**src/rtl/core/nltr_pkg.sv**
```systemverilog
package nltr_pkg;

  // Input beat kinds.
  typedef enum logic {
    KIND_UPDATE  = 1'b0,
    KIND_REQUEST = 1'b1
  } kind_t;

  // Result actions.
  typedef enum logic [2:0] {
    ACT_UPDATED  = 3'd0,
    ACT_APPENDED = 3'd1,
    ACT_DROPPED  = 3'd2,
    ACT_SELF     = 3'd3,
    ACT_LOCAL    = 3'd4,
    ACT_FORWARD  = 3'd5,
    ACT_REDIRECT = 3'd6
  } action_t;

  // Input beat payload.
  typedef struct packed {
    logic        kind;
    logic [31:0] node_id;
    logic [15:0] total_cores;
    logic [15:0] busy_cores;
  } in_item_t;

  // Result beat payload.
  typedef struct packed {
    logic [2:0]  action;
    logic [31:0] target_node;
  } out_item_t;

  // One row of the neighbour table.
  typedef struct packed {
    logic [31:0] id;
    logic [15:0] total_cores;
    logic [15:0] busy_cores;
  } entry_t;

  localparam int unsigned ENTRY_W = $bits(entry_t);

  // Controller states.
  typedef enum logic [2:0] {
    ST_IDLE,
    ST_CHECK,
    ST_SCAN,
    ST_DRAIN,
    ST_FIN
  } state_t;

  // Commands from the controller to the datapath.
  typedef struct packed {
    logic load_item;
    logic issue;
    logic finish;
  } nltr_cmd_t;

  // Status from the datapath to the controller.
  typedef struct packed {
    logic self_hit;
    logic tbl_empty;
    logic last_issue;
    logic out_free;
  } nltr_sts_t;

endpackage

```
**src/rtl/core/nltr_ram.sv**
```systemverilog
module nltr_ram #(
  parameter int unsigned WIDTH = 64,
  parameter int unsigned DEPTH = 16,
  localparam int unsigned AW = (DEPTH > 1) ? $clog2(DEPTH) : 1
) (
  input  logic             clk,
  input  logic             we,
  input  logic [AW-1:0]    waddr,
  input  logic [WIDTH-1:0] wdata,
  input  logic             re,
  input  logic [AW-1:0]    raddr,
  output logic [WIDTH-1:0] rdata
);

  logic [WIDTH-1:0] mem [DEPTH];

  // One write port and one registered read port.
  always_ff @(posedge clk) begin
    if (we) begin
      mem[waddr] <= wdata;
    end
    if (re) begin
      rdata <= mem[raddr];
    end
  end

endmodule

```
**src/rtl/core/nltr_ctrl.sv**
```systemverilog
module nltr_ctrl
  import nltr_pkg::*;
(
  input  logic      clk,
  input  logic      rst_n,
  input  logic      in_valid,
  input  nltr_sts_t sts,
  output logic      in_ready,
  output nltr_cmd_t cmd
);

  state_t state_r;
  state_t state_nxt;

  // State register.
  always_ff @(posedge clk) begin
    if (!rst_n) begin
      state_r <= ST_IDLE;
    end else begin
      state_r <= state_nxt;
    end
  end

  // Next state.
  always_comb begin
    state_nxt = state_r;
    unique case (state_r)
      ST_IDLE: begin
        if (in_valid) begin
          state_nxt = ST_CHECK;
        end
      end
      ST_CHECK: begin
        if (sts.self_hit || sts.tbl_empty) begin
          state_nxt = ST_FIN;
        end else begin
          state_nxt = ST_SCAN;
        end
      end
      ST_SCAN: begin
        if (sts.last_issue) begin
          state_nxt = ST_DRAIN;
        end
      end
      ST_DRAIN: begin
        state_nxt = ST_FIN;
      end
      ST_FIN: begin
        if (sts.out_free) begin
          state_nxt = ST_IDLE;
        end
      end
      default: begin
        state_nxt = ST_IDLE;
      end
    endcase
  end

  // Outputs.
  always_comb begin
    in_ready      = 1'b0;
    cmd.load_item = 1'b0;
    cmd.issue     = 1'b0;
    cmd.finish    = 1'b0;
    unique case (state_r)
      ST_IDLE: begin
        in_ready      = 1'b1;
        cmd.load_item = in_valid;
      end
      ST_SCAN: begin
        cmd.issue = 1'b1;
      end
      ST_FIN: begin
        cmd.finish = sts.out_free;
      end
      default: begin
        in_ready = 1'b0;
      end
    endcase
  end

endmodule

```
**src/rtl/core/nltr_dp.sv**
```systemverilog
module nltr_dp
  import nltr_pkg::*;
#(
  parameter int unsigned TABLE_DEPTH = 16
) (
  input  logic        clk,
  input  logic        rst_n,
  input  in_item_t    in_item,
  input  logic        cfg_wr_en,
  input  logic [31:0] cfg_wr_data,
  input  logic        out_ready,
  input  nltr_cmd_t   cmd,
  output nltr_sts_t   sts,
  output logic        out_valid,
  output out_item_t   out_item
);

  localparam int unsigned IDX_W = (TABLE_DEPTH > 1) ? $clog2(TABLE_DEPTH) : 1;
  localparam int unsigned CNT_W = $clog2(TABLE_DEPTH + 1);

  in_item_t         item_r;
  logic [31:0]      own_r;
  logic [CNT_W-1:0] count_r;
  logic [IDX_W-1:0] idx_r;
  logic             rd_vld_r;
  logic [IDX_W-1:0] rd_idx_r;
  logic             match_r;
  logic [IDX_W-1:0] match_idx_r;
  logic             match_full_r;
  logic [15:0]      min_busy_r;
  logic [31:0]      min_id_r;
  out_item_t        out_r;
  logic             out_valid_r;

  entry_t           rd_entry;
  logic             ram_we;
  logic [IDX_W-1:0] ram_waddr;
  logic             tbl_full;
  out_item_t        res;

  // Configuration register.
  always_ff @(posedge clk) begin
    if (!rst_n) begin
      own_r <= '0;
    end else if (cfg_wr_en) begin
      own_r <= cfg_wr_data;
    end
  end

  // Captured input beat.
  always_ff @(posedge clk) begin
    if (cmd.load_item) begin
      item_r <= in_item;
    end
  end

  assign tbl_full = (count_r == CNT_W'(TABLE_DEPTH));

  assign sts.self_hit   = (item_r.node_id == own_r);
  assign sts.tbl_empty  = (count_r == '0);
  assign sts.last_issue = ((CNT_W'(idx_r) + CNT_W'(1)) == count_r);
  assign sts.out_free   = !out_valid_r || out_ready;

  // Scan address counter and read pipeline tracking.
  always_ff @(posedge clk) begin
    if (!rst_n) begin
      idx_r    <= '0;
      rd_vld_r <= 1'b0;
    end else begin
      rd_vld_r <= cmd.issue;
      if (cmd.load_item) begin
        idx_r <= '0;
      end else if (cmd.issue) begin
        idx_r <= idx_r + IDX_W'(1);
      end
    end
  end

  always_ff @(posedge clk) begin
    if (cmd.issue) begin
      rd_idx_r <= idx_r;
    end
  end

  // First match and first minimum of busy cores, one entry per cycle.
  always_ff @(posedge clk) begin
    if (!rst_n) begin
      match_r <= 1'b0;
    end else if (cmd.load_item) begin
      match_r <= 1'b0;
    end else if (rd_vld_r && !match_r && rd_entry.id == item_r.node_id) begin
      match_r <= 1'b1;
    end
  end

  always_ff @(posedge clk) begin
    if (rd_vld_r) begin
      if (!match_r && rd_entry.id == item_r.node_id) begin
        match_idx_r  <= rd_idx_r;
        match_full_r <= (rd_entry.total_cores == rd_entry.busy_cores);
      end
      if (rd_idx_r == '0 || rd_entry.busy_cores < min_busy_r) begin
        min_busy_r <= rd_entry.busy_cores;
        min_id_r   <= rd_entry.id;
      end
    end
  end

  // Result selection and table write.
  always_comb begin
    res.action      = ACT_FORWARD;
    res.target_node = item_r.node_id;
    ram_we          = 1'b0;
    ram_waddr       = match_idx_r;
    if (item_r.kind == KIND_UPDATE) begin
      if (sts.self_hit) begin
        res.action = ACT_SELF;
      end else if (match_r) begin
        res.action = ACT_UPDATED;
        ram_we     = cmd.finish;
      end else if (!tbl_full) begin
        res.action = ACT_APPENDED;
        ram_we     = cmd.finish;
        ram_waddr  = count_r[IDX_W-1:0];
      end else begin
        res.action = ACT_DROPPED;
      end
    end else begin
      if (sts.self_hit) begin
        res.action      = ACT_LOCAL;
        res.target_node = own_r;
      end else if (match_r && match_full_r) begin
        res.action      = ACT_REDIRECT;
        res.target_node = min_id_r;
      end
    end
  end

  // Entry count grows on each append.
  always_ff @(posedge clk) begin
    if (!rst_n) begin
      count_r <= '0;
    end else if (ram_we && !match_r) begin
      count_r <= count_r + CNT_W'(1);
    end
  end

  nltr_ram #(
    .WIDTH (ENTRY_W),
    .DEPTH (TABLE_DEPTH)
  ) u_table (
    .clk   (clk),
    .we    (ram_we),
    .waddr (ram_waddr),
    .wdata ({item_r.node_id, item_r.total_cores, item_r.busy_cores}),
    .re    (cmd.issue),
    .raddr (idx_r),
    .rdata (rd_entry)
  );

  // Output register.
  always_ff @(posedge clk) begin
    if (!rst_n) begin
      out_valid_r <= 1'b0;
    end else if (cmd.finish) begin
      out_valid_r <= 1'b1;
    end else if (out_ready) begin
      out_valid_r <= 1'b0;
    end
  end

  always_ff @(posedge clk) begin
    if (cmd.finish) begin
      out_r <= res;
    end
  end

  assign out_valid = out_valid_r;
  assign out_item  = out_r;

endmodule

```
**src/rtl/core/neighbour_load_table_redirect_unit.sv**
```systemverilog
// Channel  Ports                         Beat
// -------  ----------------------------  -----------------------------------
// input    in_valid/in_ready/in_item     one update or execution request
// result   out_valid/out_ready/out_item  one action and target node per beat
// config   cfg_wr_en/cfg_wr_data         own node id, written at once
//
// An item runs through the check, scan (N table entries), drain and finish
// states; with an empty table or the own id it goes from check to finish.
// The scan reads one table entry per cycle from the single RAM read port.
// Reset clears the entry count, the own id and the handshakes; the table
// itself needs no clearing pass, since only entries below the count are read.
// A stalled result waits in the output register; the next beat may be taken
// meanwhile, and only its own finish waits for the register to drain.
module neighbour_load_table_redirect_unit
  import nltr_pkg::*;
#(
  parameter int unsigned TABLE_DEPTH = 16
) (
  input  logic        clk,
  input  logic        rst_n,
  input  logic        in_valid,
  output logic        in_ready,
  input  in_item_t    in_item,
  output logic        out_valid,
  input  logic        out_ready,
  output out_item_t   out_item,
  input  logic        cfg_wr_en,
  input  logic [31:0] cfg_wr_data
);

  nltr_cmd_t cmd;
  nltr_sts_t sts;

  nltr_ctrl u_ctrl (
    .clk      (clk),
    .rst_n    (rst_n),
    .in_valid (in_valid),
    .sts      (sts),
    .in_ready (in_ready),
    .cmd      (cmd)
  );

  nltr_dp #(
    .TABLE_DEPTH (TABLE_DEPTH)
  ) u_dp (
    .clk         (clk),
    .rst_n       (rst_n),
    .in_item     (in_item),
    .cfg_wr_en   (cfg_wr_en),
    .cfg_wr_data (cfg_wr_data),
    .out_ready   (out_ready),
    .cmd         (cmd),
    .sts         (sts),
    .out_valid   (out_valid),
    .out_item    (out_item)
  );

  // One beat at a time: a new beat is never taken right after another.
  a_one_at_a_time: assert property (@(posedge clk) disable iff (!rst_n)
    (in_valid && in_ready) |=> !in_ready)
    else $error("input accepted while an item is in progress");

  // A result is only loaded when the output register is free.
  a_finish_free: assert property (@(posedge clk) disable iff (!rst_n)
    cmd.finish |-> (!out_valid || out_ready))
    else $error("result overwrote a pending beat");

  // Every finished item shows up as a result beat.
  a_finish_valid: assert property (@(posedge clk) disable iff (!rst_n)
    cmd.finish |=> out_valid)
    else $error("finished item produced no result beat");

endmodule

```
**config.mk**
```make
export PLATFORM = sky130hd
export DESIGN_NAME = neighbour_load_table_redirect_unit
export DESIGN_NICKNAME = d
export VERILOG_FILES = /design/src/rtl/core/nltr_pkg.sv /design/src/rtl/core/nltr_ram.sv /design/src/rtl/core/nltr_ctrl.sv /design/src/rtl/core/nltr_dp.sv /design/src/rtl/core/neighbour_load_table_redirect_unit.sv
export SDC_FILE = /design/constraint.sdc
export NUM_CORES = 1
export LEC_CHECK = 0
export ABC_CLOCK_PERIOD_IN_PS = 6600
export BUFFER_PORTS_ARGS = -buffer_cell sky130_fd_sc_hd__buf_2
export CAP_MARGIN = 20
export CELL_PAD_IN_SITES_DETAIL_PLACEMENT = 2
export CELL_PAD_IN_SITES_GLOBAL_PLACEMENT = 2
export CORE_UTILIZATION = 45
export CTS_CLUSTER_DIAMETER = 200
export DETAILED_ROUTE_END_ITERATION = 10
export PLACE_DENSITY = 0.76
export SLEW_MARGIN = 20
export SYNTH_ARGS = -nofsm -noshare
export SYNTH_HDL_FRONTEND = slang
export SYNTH_SLANG_ARGS = --single-unit
```
**constraint.sdc**
```tcl
create_clock -name clk -period 6.6 [get_ports clk]
set_input_delay 1.32 -clock clk [delete_from_list [all_inputs] [get_ports clk]]
set_output_delay 1.32 -clock clk [all_outputs]
set_load 0.005 [all_outputs]
```
# Word level (Yosys, flattened, before mapping)
# Memories as Yosys holds them, arrays and structs flattened. A register that Yosys moved wholly into a read port is not among the register bits.
# Cells that the tools add are included.
[word_totals]
out_inout_bits = 37
memories = 1
regBits = 204
ram_bits = 1024
[op_classes]
bitwise_logic = 1
n_eq_ne = 12
magnitude_cmp = 1
mux = 28
reduce_logical = 18
addsub = 3
[mem_list]
columns = ["memory", "words", "width", "read_ports", "rd_clocked_by_memory_dff", "write_ports", "line", "source"]
rows = [
  ["u_dp.u_table.mem", 16, 64, 1, 1, 1, "nltr_ram.sv:15", "logic [WIDTH-1:0] mem [DEPTH];"],
]
[ops]
columns = ["op", "count"]
rows = [
  ["$mux 34", 2],
  ["$eq 32x32->1", 2],
  ["$mux 32", 1],
  ["$mux 3", 7],
  ["$eq 16x16->1", 1],
  ["$lt 16x16->1", 1],
  ["$mux 4", 4],
  ["$pmux 3 s5", 1],
  ["$mux 1", 12],
  ["$eq 3x2->1 const B", 2],
  ["$add 4x1->5 const B", 1],
  ["$add 5x1->5 const B", 1],
  ["$eq 5x5->1", 1],
  ["$eq 5x5->1 const B", 1],
  ["$logic_and 1x1->1", 5],
  ["$logic_not 5->1", 1],
  ["$add 4x1->4 const B", 1],
  ["$logic_not 4->1", 1],
  ["$ne 2x2->1 const B", 2],
  ["$reduce_and 2->1", 2],
  ["$eq 3x1->1 const B", 1],
  ["$eq 3x3->1 const B", 1],
  ["$logic_not 3->1", 1],
  ["$logic_or 1x1->1", 3],
  ["other kinds (7)", 8],
]

# Depth between registers and ports, before layout
# Gate-level depths: netlist of run 1.
[logic_depth]
word_depth = 9
depth_mapped = 9

# Hierarchy
# From an unflattened synthesis of run 1, not the netlist that was laid out.
[unflattened]
hier_cells = 2258
hier_area_um2 = 48896.9
[by_module_without_submodules]
columns = ["module", "area_per_inst_um2", "cells_per_inst", "seq_area_each_um2", "instances"]
rows = [
  ["nltr_ram", 40222.3, 1647, 32671.3, 1],
  ["nltr_dp", 8508.2, 593, 5595.4, 1],
  ["nltr_ctrl", 166.4, 18, 60.1, 1],
]

# Worst setup path after synthesis of run 1
# OpenSTA, ideal clock, no wires.
[synth_path]
kind = "input to register"
start = "input port out_ready"
end = "memory u_dp.u_table.mem[3][0], enable pin"
slack_ns = -0.354
t_required_ns = 6.035
path_stages = 5
arrival_time_ns = 6.389
cell_sequence = "nand2b_1 nand3_1 nor2_1 nand4_1 nor3_1"
[synth_via]
elab_chain_cells = 8
[synth_lines]
columns = ["item", "line", "source"]
rows = [
  ["from (decl)", "neighbour_load_table_redirect_unit.sv:25", "input logic out_ready,"],
  ["$logic_or 1x1->1 *", "nltr_dp.sv:62", "assign sts.out_free = !out_valid_r || out_ready;"],
  ["$mux 1 *", "nltr_ctrl.sv:65", "unique case (state_r)"],
  ["$mux 1", "nltr_dp.sv:121", "end else if (!tbl_full) begin"],
  ["$mux 1 *", "nltr_dp.sv:118", "end else if (match_r) begin"],
  ["$mux 1 *", "nltr_dp.sv:116", "if (sts.self_hit) begin"],
  ["$mux 1 *", "nltr_dp.sv:115", "if (item_r.kind == KIND_UPDATE) begin"],
  ["$mux 1 *", "nltr_ram.sv:19", "if (we) begin"],
  ["$mux 1 (implied by the code) *", "nltr_ram.sv:20", "mem[waddr] <= wdata;"],
  ["to (decl)", "nltr_ram.sv:15", ""],
]
# Mark *: on every way between the ends. The rest lies on a longest branch, timed or not.

# Final worst setup path of run 1
[layout_path]
start = "register u_dp.item_r[40] (netlist bit)"
end = "memory u_dp.u_table.mem[0][42], enable pin"
[layout_via]
elab_chain_cells = 5
[layout_lines]
columns = ["item", "line", "source"]
rows = [
  ["from (decl)", "nltr_dp.sv:21", "in_item_t item_r;"],
  ["from (signal assigned)", "nltr_dp.sv:53", "item_r <= in_item;"],
  ["$eq 32x32->1 *", "nltr_dp.sv:59", "assign sts.self_hit = (item_r.node_id == own_r);"],
  ["$mux 1", "nltr_dp.sv:116", ""],
  ["$mux 1", "nltr_dp.sv:115", ""],
  ["$mux 1", "nltr_ram.sv:19", ""],
  ["$mux 1 (implied by the code)", "nltr_ram.sv:20", ""],
]
# Marked as above.

==> flow_results.org, run 1 <==
** Run status
- The run finished with clean final reports.

** Final layout
- Utilization after layout :: 52.30%
- Counting the fill cells in the layout gives 9,151.
- The finished cells cover about 0.056 mm^2.
- Layout cell share with drive strength beyond 1 :: between 30% and 40%
- Area added between synthesis and finish :: 14.90%
- At the end of the flow, the number of nets in the layout was roughly 2,500.

** STA
- Of the available clock period, the critical path in the final layout requires ~76%.
- Actual slew at the worst max-slew pin :: 1.143 ns
- The worst pin sits at a relative slew slack of between 20% and 30%.
- Setup violations remaining at the end of the flow were counted as 0.
- Hold is met by roughly 0.48 ns.
- Final hold violations :: 0
- Time the worst path needs with I/O delays and setup :: between 5 and 6 ns
- The clock arrives with 0.02811 ns of skew.
- Summed over all failing endpoints, the final setup total negative slack is 0 ns.
- Number of pins with negative max-slew slack in the final report :: 0
- Timing would allow up to just under 200 MHz.
- Setup repair after global routing left no endpoint under its margin.

** Synthesis
- Fraction of post-synthesis cell area in the top cell type by area :: between 70 and 80%
- After synthesis, the share of flip-flops with an asynchronous set or reset is 0%.
- After synthesis, the cell types taking the most area are edfxtp_1 76%, mux4_2 15%, dfxtp_1 1.9%.
- After synthesis the netlist holds a flip-flop and latch count of roughly 1,300.
- Dividing the synthesized area by the synthesized cell count gives between 20 and 25 um^2.
- Netlist area before placement :: 0.04894 mm^2
- Part of the Yosys area used for sequential elements :: between 70% and 80%
- Counting every net in the synthesized netlist gives between 2,000 and 2,500.
- Yosys cell types :: 52
- Ranked by instance count, the synthesized netlist is headed by 1,245 x edfxtp_1, 320 x mux4_2, 73 x xnor2_1.
- For this run, the number of Yosys warnings is 0.
- Post-synth EDFFs :: about 1,200
- edfxtp_1 takes more of the synthesized area than any other cell.
- Number of cells produced by synthesis :: about 2,100
- In the post-synthesis netlist, the cell with the most instances is edfxtp_1.
- Prevailing post-synth register cell :: edfxtp_1

** Floorplan
- Total I/O pin count :: between 100 and 150
- Die extent in x :: 331.8 um
- Area of the die :: between 0.1 and 0.15 mm^2
- Core Footprint :: between 0.1 and 0.15 mm^2
- Starting Density :: between 40% and 50%
- In this run the vertical extent of the chip is approximately 330 um.
- Cell Rows :: 120

** Placement
- Global placement routability congestion :: around 0.81
- HPWL after detailed placement :: roughly 85,000 um
- Cell area reported after detailed placement :: about 0.052 mm^2
- Port buffering added around 140 buffers.

** Detailed routing
- In the detailed route, the total length drawn on met2 is around 78,000 um.
- The highest metal layer carrying signal wires in the routed design is met5.
- Drt initial violations :: between 2,000 and 2,500
- TritonRoute pass-1 iters :: 5
- In the routed design, unresolved DRC markers number 0.
- Met1 Routed Length :: approximately 59,000 um
- In the final routed layout, each cell accounts on average for ~39 um.
- Detailed routing placed a total of 9331 um of wire on met3.
- Overall routed net length :: around 150,000 um
- Total number of vias :: between 20,000 and 25,000
- Avg Vias per Cell :: between 6 and 7
- The count of nets left with antenna violations once routing finished came out at 0.

** Global route
- Maximum number of pins on one net before global-route repair :: 122
- Antenna violations before repair :: 12
- The first global-routing pass estimated between 200,000 and 250,000 um of wire.
- Global-route usage over all layers :: around 28%
- Global route total overflow :: 0
- The via count of the first global-routing pass was around 27,000.

** Worst setup path
- Of all nets on the critical path, the largest fanout is 25.
- Critical register-to-register path startpoint :: u_dp.item_r[40]
- Category of the worst setup path capture point :: register
- STA puts the critical path data arrival time at 5.45 ns.
- Cell with the biggest individual delay on the critical path :: nor3_4
- Req. time, crit path :: between 7 and 8 ns
- Internal reg-to-reg setup slack :: between 1.5 and 2 ns
- The setup path with the least slack is of type reg -> reg.
- Cells traversed along the worst timing path :: xnor2_1 > nand4_1 > nor4_4 > nand2_2 > a32o_1 > nor3_4 > buf_4
- The number of cells on the worst reg-to-reg path is 7.
- Together, buffers and inverters on the worst path number 1.
- On the critical path the largest part of the delay comes from simple AND/OR/NAND/NOR gates.
- The endpoint identified for the worst register-to-register timing path is u_dp.u_table.mem[0][42].
- Critical Path Source Type :: register
- The largest single stage delay on the critical path is between 0.9 and 1 ns.

** Power and ir drop
- Clock share of power :: between 40 and 50%
- Sw Pwr :: 3.640 mW
- Power density cells :: about 310 mW/mm^2
- Overall power consumption after layout is estimated at about 17 mW.
- Of the total power, combinational logic draws 1.5%.
- Sequential group share of total power :: between 50% and 60%
- Cell internal pwr :: roughly 14 mW
- In this run switching power makes up around a fifth of total power.
- VDD IR-drop max :: approximately 250 uV
- P_leak :: about 17 nW

** Clock tree
- The clock net in this run drives a total of roughly 1,300 sinks.
- CTS tree :: yes
- Clock Tree Buf Depth :: 3
- In this run, CTS created clock tree buffers numbering between 100 and 150.
- Master cell of the clock root buffer :: clkbuf_16
- Clock latency on the worst-skew pair :: 0.76 ns
- Clock-pin slew of the registers on the worst-case setup and hold paths :: 0.06 ns
- Once the clock tree was built, the resizer swapped 0 gates to a different size.
- Post-CTS Setup Bufs :: 0
- Number of H-tree levels :: 4
- Hold-fix buffers, CTS :: 0

** Worst hold path
- The path class of the tightest hold or removal check is reg -> reg.
- Hold Path Stages :: 0
- Hold Startpoint :: u_dp.rd_idx_r[2]
- For hold timing, the worst endpoint is u_dp.match_idx_r[2].

** Job
- Max-cap violation count :: 0
final cells by class:
class,count,area (um^2),area share [%]
sequential,1292,38340,68.19
clock buffer,175,3792,6.745
inverter,23,87.58,0.1558
antenna,1,2.502,0.004450
tap,1403,1755,3.122
clock inverter,80,735.7,1.308
timing repair buffer,192,1282,2.281
multi-input combinational,707,10230,18.19
power groups by stage:
stage	logic [mW]	registers [mW]	clock network, mW
2_1_floorplan	0.116	9.33	0
5_1_grt	0.277	9.24	8.25
3_3_place_gp	0.249	9.36	0
6_report	0.268	9.23	7.88
3_5_place_dp	0.263	9.40	0
4_1_cts	0.269	9.23	8.03
stage by stage:
stage	setup slack, ns	cells
after global routing	1.524	3872
after floorplan	-0.3535	2120
final	1.566	3873
after global placement	2.108	3616
after CTS	1.627	3871
after detailed placement	1.651	3616
worst max-delay path by stage:
stage | cells after the start | endpoint | start | slack, ns
after floorplan | 5 | u_dp.u_table.mem[3][0] | out_ready | -0.35
after global placement | 7 | u_dp.u_table.mem[0][36] | u_dp.item_r[40] | 2.11
after detailed placement | 7 | u_dp.u_table.mem[0][43] | u_dp.item_r[40] | 1.65
after CTS | 7 | u_dp.u_table.mem[4][23] | u_dp.item_r[40] | 1.63
after global routing | 7 | u_dp.u_table.mem[0][36] | u_dp.item_r[40] | 1.52
final | 7 | u_dp.u_table.mem[0][42] | u_dp.item_r[40] | 1.57
state kept, by name, indices dropped and copies added, names as in the netlist, 3 cells and up:
register and flops:
u_ctrl.state_r 3, u_dp.out_item 35, u_dp.u_table.rdata 64, u_dp.own_r 32, u_dp.rd_idx_r 4, u_dp.idx_r 4
u_dp.item_r 65, u_dp.count_r 5, u_dp.min_id_r 32, u_dp.min_busy_r 16, u_dp.u_table.mem 1024, u_dp.match_idx_r 4
layout by cell type (no fill, tap or decap), types with 13 or more instances in the layout:
cell type	netlist	layout
edfxtp_1	1245	1245
mux4_2	320	320
clkbuf_16	0	146
buf_2	35	138
xnor2_1	73	73
nor2_1	43	43
dfxtp_1	47	43
buf_4	1	39
clkinv_2	0	35
mux2i_1	33	33
o22ai_1	32	32
a2bb2oi_1	32	32
nand4_1	27	27
clkbuf_1	54	26
clkinv_1	0	24
inv_1	23	21
ha_1	18	18
xor2_1	15	15
nor3_2	0	14
bufinv_16	0	13
buf_12	0	13
cell families after synthesis:
family          share of synthesized area [%]
compound gates                          1.664
xor+xnor                                1.575
fa+ha+maj                              0.4602
buf+inv                                 1.041
flops                                   78.32
mux                                     15.40
simple gates                            1.539
layer usage:
metal / vias up / GRT usage, %
met2: 1032 / 47.87
met1: 13345 / 34.96
li1: 9475 / -
met5: - / 0
met4: 6 / 9.589
met3: 239 / 5.336
Power figures use the tool's default switching activity.
==> run 2: changes to the inputs <==
--- a/config.mk
+++ b/config.mk
@@ -5,7 +5,7 @@
 export SDC_FILE = /design/constraint.sdc
 export NUM_CORES = 1
 export LEC_CHECK = 0
-export ABC_CLOCK_PERIOD_IN_PS = 6600
+export ABC_CLOCK_PERIOD_IN_PS = 4300
 export BUFFER_PORTS_ARGS = -buffer_cell sky130_fd_sc_hd__buf_2
 export CAP_MARGIN = 20
 export CELL_PAD_IN_SITES_DETAIL_PLACEMENT = 2
==> constraint.sdc (replaced) <==
create_clock -name clk -period 4.3 [get_ports clk]
set_input_delay 0.86 -clock clk [delete_from_list [all_inputs] [get_ports clk]]
set_output_delay 0.86 -clock clk [all_outputs]
set_load 0.005 [all_outputs]
==> flow_results.org, run 2 (synthesis results as in run 1) <==
** Final layout
- Area of all placed cells without fillers :: between 0.05 and 0.06 mm^2
- The largest registers in the layout are u_dp.u_table.mem: 1024 flops, u_dp.item_r: 65 flops, u_dp.u_table.rdata: 64 flops.
- The finished layout holds ~3,900 standard cells, fillers aside.
- Storage cell area :: 0.03834 mm^2
- Total Nets Final :: around 2,500
- Multi-input combinational cell area :: just over 0.01 mm^2
- After filler insertion, the fill cell instance count of the layout stands at 9,076.
- The library cell used most frequently in the layout, excluding fill and tap cells, is edfxtp_1.
- Most frequent cells in the layout :: 1,245 x edfxtp_1, 320 x mux4_2, 143 x clkbuf_16
- In the final layout, the share of cells above drive strength 1 is 30.73%.
- The register with the most flip-flops in the layout has between 1,000 and 1,500 of them.
- Area added between synthesis and finish :: 15.72%
- Ranked by flip-flop count, first place goes to u_dp.u_table.mem.

** Clock tree
- In this run, CTS created clock tree buffers numbering 140.
- CTS built an H-tree with a depth of 4.
- TritonCTS built the clock tree.
- Clock latency on the worst-skew pair :: approximately 0.76 ns
- Clock tree synthesis found a total of approximately 1,300 sinks.
- For this design, the CTS-stage hold fixing added 0 buffers.
- Clock Tree Buf Depth :: 3
- Clock-pin slew of the registers on the worst-case setup and hold paths :: around 0.06 ns
- CTS placed an instance of clkbuf_16 at the clock tree root.

** Detailed routing
- Total number of vias :: 25,145
- Routed wire length per instance :: 42.52 um
- Once detail routing completed, the nets flagged for antenna violations numbered 0.
- DRC violation count after routing :: 0
- Overall routed net length :: ~170,000 um
- TritonRoute pass-1 iters :: 5
- In the routed layout, each cell is associated on average with a via count of 6.441.
- Drt initial violations :: 3,072

** STA
- At the pin with the least slew margin, the transition time is between 1 and 1.5 ns.
- After routing, the total negative slack on setup checks comes to 0 ns.
- Static timing analysis puts the maximum clock frequency at around 230 MHz.
- Final hold violations :: 0
- Number of pins with negative max-slew slack in the final report :: 0
- Counting I/O delays and the setup requirement, the final critical path takes about 4.3 ns.
- On the final layout, the worst clock skew is between 0.03 and 0.04 ns.
- Setup slack on the critical path of the routed design comes to between 0.04 and 0.05 ns.
- Final count of negative-setup-slack endpoints :: 0
- Worst slew slack as a fraction of its limit :: between 20% and 30%
- Unrepaired setup endpoints after global routing :: no
- After layout, the worst path uses a little over nine tenths of the clock period.

** Run status
- The run finished with clean final reports.

** Worst setup path
- On the worst path, the slowest cell contributes a delay of between 0.8 and 0.9 ns.
- Highest net fanout along the worst path :: 20
- At the worst endpoint, the required time is between 4 and 5 ns.
- The worst setup path is captured at a register.
- STA classifies the critical path startpoint as a register.
- Critical path start-end classification :: reg -> reg
- Cell with the biggest individual delay on the critical path :: nor3_4
- Path depth of the worst reg2reg path :: 7
- Walking the worst path, the cells encountered are xnor2_1 > nand4_1 > nor4_4 > nand2_2 > a32o_1 > nor3_4 > buf_12.
- Worst Path Buf+Inv :: 1
- Count of cell instances traversed by the critical path :: 7
- Grouping stages by cell kind, the critical path spends the most delay in simple AND/OR/NAND/NOR gates.
- Arrival time of the worst setup path :: around 4.7 ns

** Power and ir drop
- Sw Pwr :: roughly 5.7 mW
- In this run, flip-flops and latches consume a little over half of the power.
- Per report_power, the clock group accounts for roughly 45% of the total.
- The worst-case IR drop observed on VDD is slightly below 400 uV.
- Combinational share of power :: 2.2%
- Fraction of power spent switching nets :: a little over a fifth
- Power density cells :: 466.8 mW/mm^2
- The internal power of the cells totals a little over 20 mW.
- The design draws roughly 26 mW.
- P_leak :: between 15 and 20 nW

** Placement
- Dpl ws :: between 0.15 and 0.2 ns
- The congestion estimate from routability-driven global placement came to ~0.80.
- Cell area reported after detailed placement :: 0.05234 mm^2
- Number of placed cells counting well taps :: between 3,000 and 4,000
- Buffers placed on the I/O ports in this run total approximately 140.
- HPWL after detailed placement :: about 95,000 um

** Global route
- Antenna violations before repair :: 15
- Global-route usage over all layers :: between 30% and 40%
- The via count of the first global-routing pass was between 20,000 and 30,000.
- Maximum number of pins on one net before global-route repair :: roughly 90
- The first global-routing pass estimated between 200,000 and 250,000 um of wire.
- For this run the aggregate overflow at the end of global routing stands at 0.

** Worst hold path
- Hold Path Stages :: 1
- In this run the worst hold path is classified as in -> reg.

** Floorplan
- The initial utilization of the core area, before any placement, comes to a little under half.
- Die outline height :: 331.8 um
- Cell Rows :: between 100 and 150
- Total I/O pin count :: about 140
- The die covers 0.1101 mm^2.
- After floorplanning, the core was sized to cover 0.1075 mm^2.
- From left edge to right edge, the die measures about 330 um.

** Job
- Max-cap violations in this run came to 0.
## run 2: cell types whose count changed in the layout (fill, tap and decap cells not counted), sizes merged
cell / delta
buf: +47
clkinv: -11
inv: -5
bufinv: -4
clkbuf: +4
clkinvlp: -1
diode: +1
## run 2: stage by stage
step / hold slack [ns] / utilization, %
floorplan: 0.4064 / -
global placement: 0.4245 / 48.69
detailed placement: 0.4613 / 48.69
CTS: 0.2447 / 52.64
global route: 0.2784 / 52.67
finish: 0.2915 / 52.68
## run 2: metal layers
metal / track usage [%] / part of all wire [%] / vias to the layer above
li1: - / - / 9562
met1: 40.04 / 39 / 13792
met2: 50.15 / 49 / 1470
met3: 7.082 / 7.9 / 309
met4: 11.90 / 3.9 / 12
met5: 0 / 0.055 / -
## run 2: power groups by stage
stage / combinational (mW) / clock (mW) / sequential [mW]
floorplan: 0.184 / 0 / 14.3
global placement: 0.498 / 0 / 14.3
detailed placement: 0.544 / 0 / 14.4
CTS: 0.561 / 12.0 / 14.1
global route: 0.586 / 12.3 / 14.1
finish: 0.569 / 11.8 / 14.1
## run 2: path summary, 6_finish.rpt
check	to	slack [ns]	start
worst min-delay path	u_dp.item_r[16]	0.29	in_item[16]
worst min register to register	u_dp.min_id_r[29]	0.49	u_dp.u_table.rdata[61]
worst max register to register	u_dp.u_table.mem[0][11]	0.04	u_dp.item_r[49]
worst max-delay path	u_dp.u_table.mem[0][11]	0.04	u_dp.item_r[49]
## run 2: worst reg2reg max path, stage by stage, from the launching register on
cell      delay [ns]
edfxtp_1        0.84
xnor2_1         0.21
nand4_1         0.25
nor4_4          0.52
nand2_2         0.29
a32o_1          0.64
nor3_4          0.87
buf_12          0.29
## run 2: area by class of cell
| cell class | instances | area share [%] |
|---|---|---|
| Sequential cell | 1292 | 67.71 |
| Clock inverter | 59 | 0.8683 |
| Timing Repair Buffer | 239 | 3.327 |
| Tap cell | 1403 | 3.100 |
| Antenna cell | 2 | 0.008838 |
| Clock buffer | 179 | 6.628 |
| Multi-Input combinational cell | 707 | 18.21 |
| Inverter | 23 | 0.1547 |
## run 2: timing repair
action                     CTS  global route
setup buffers                0             1
resized for setup            0             1
setup endpoints to repair    0           614
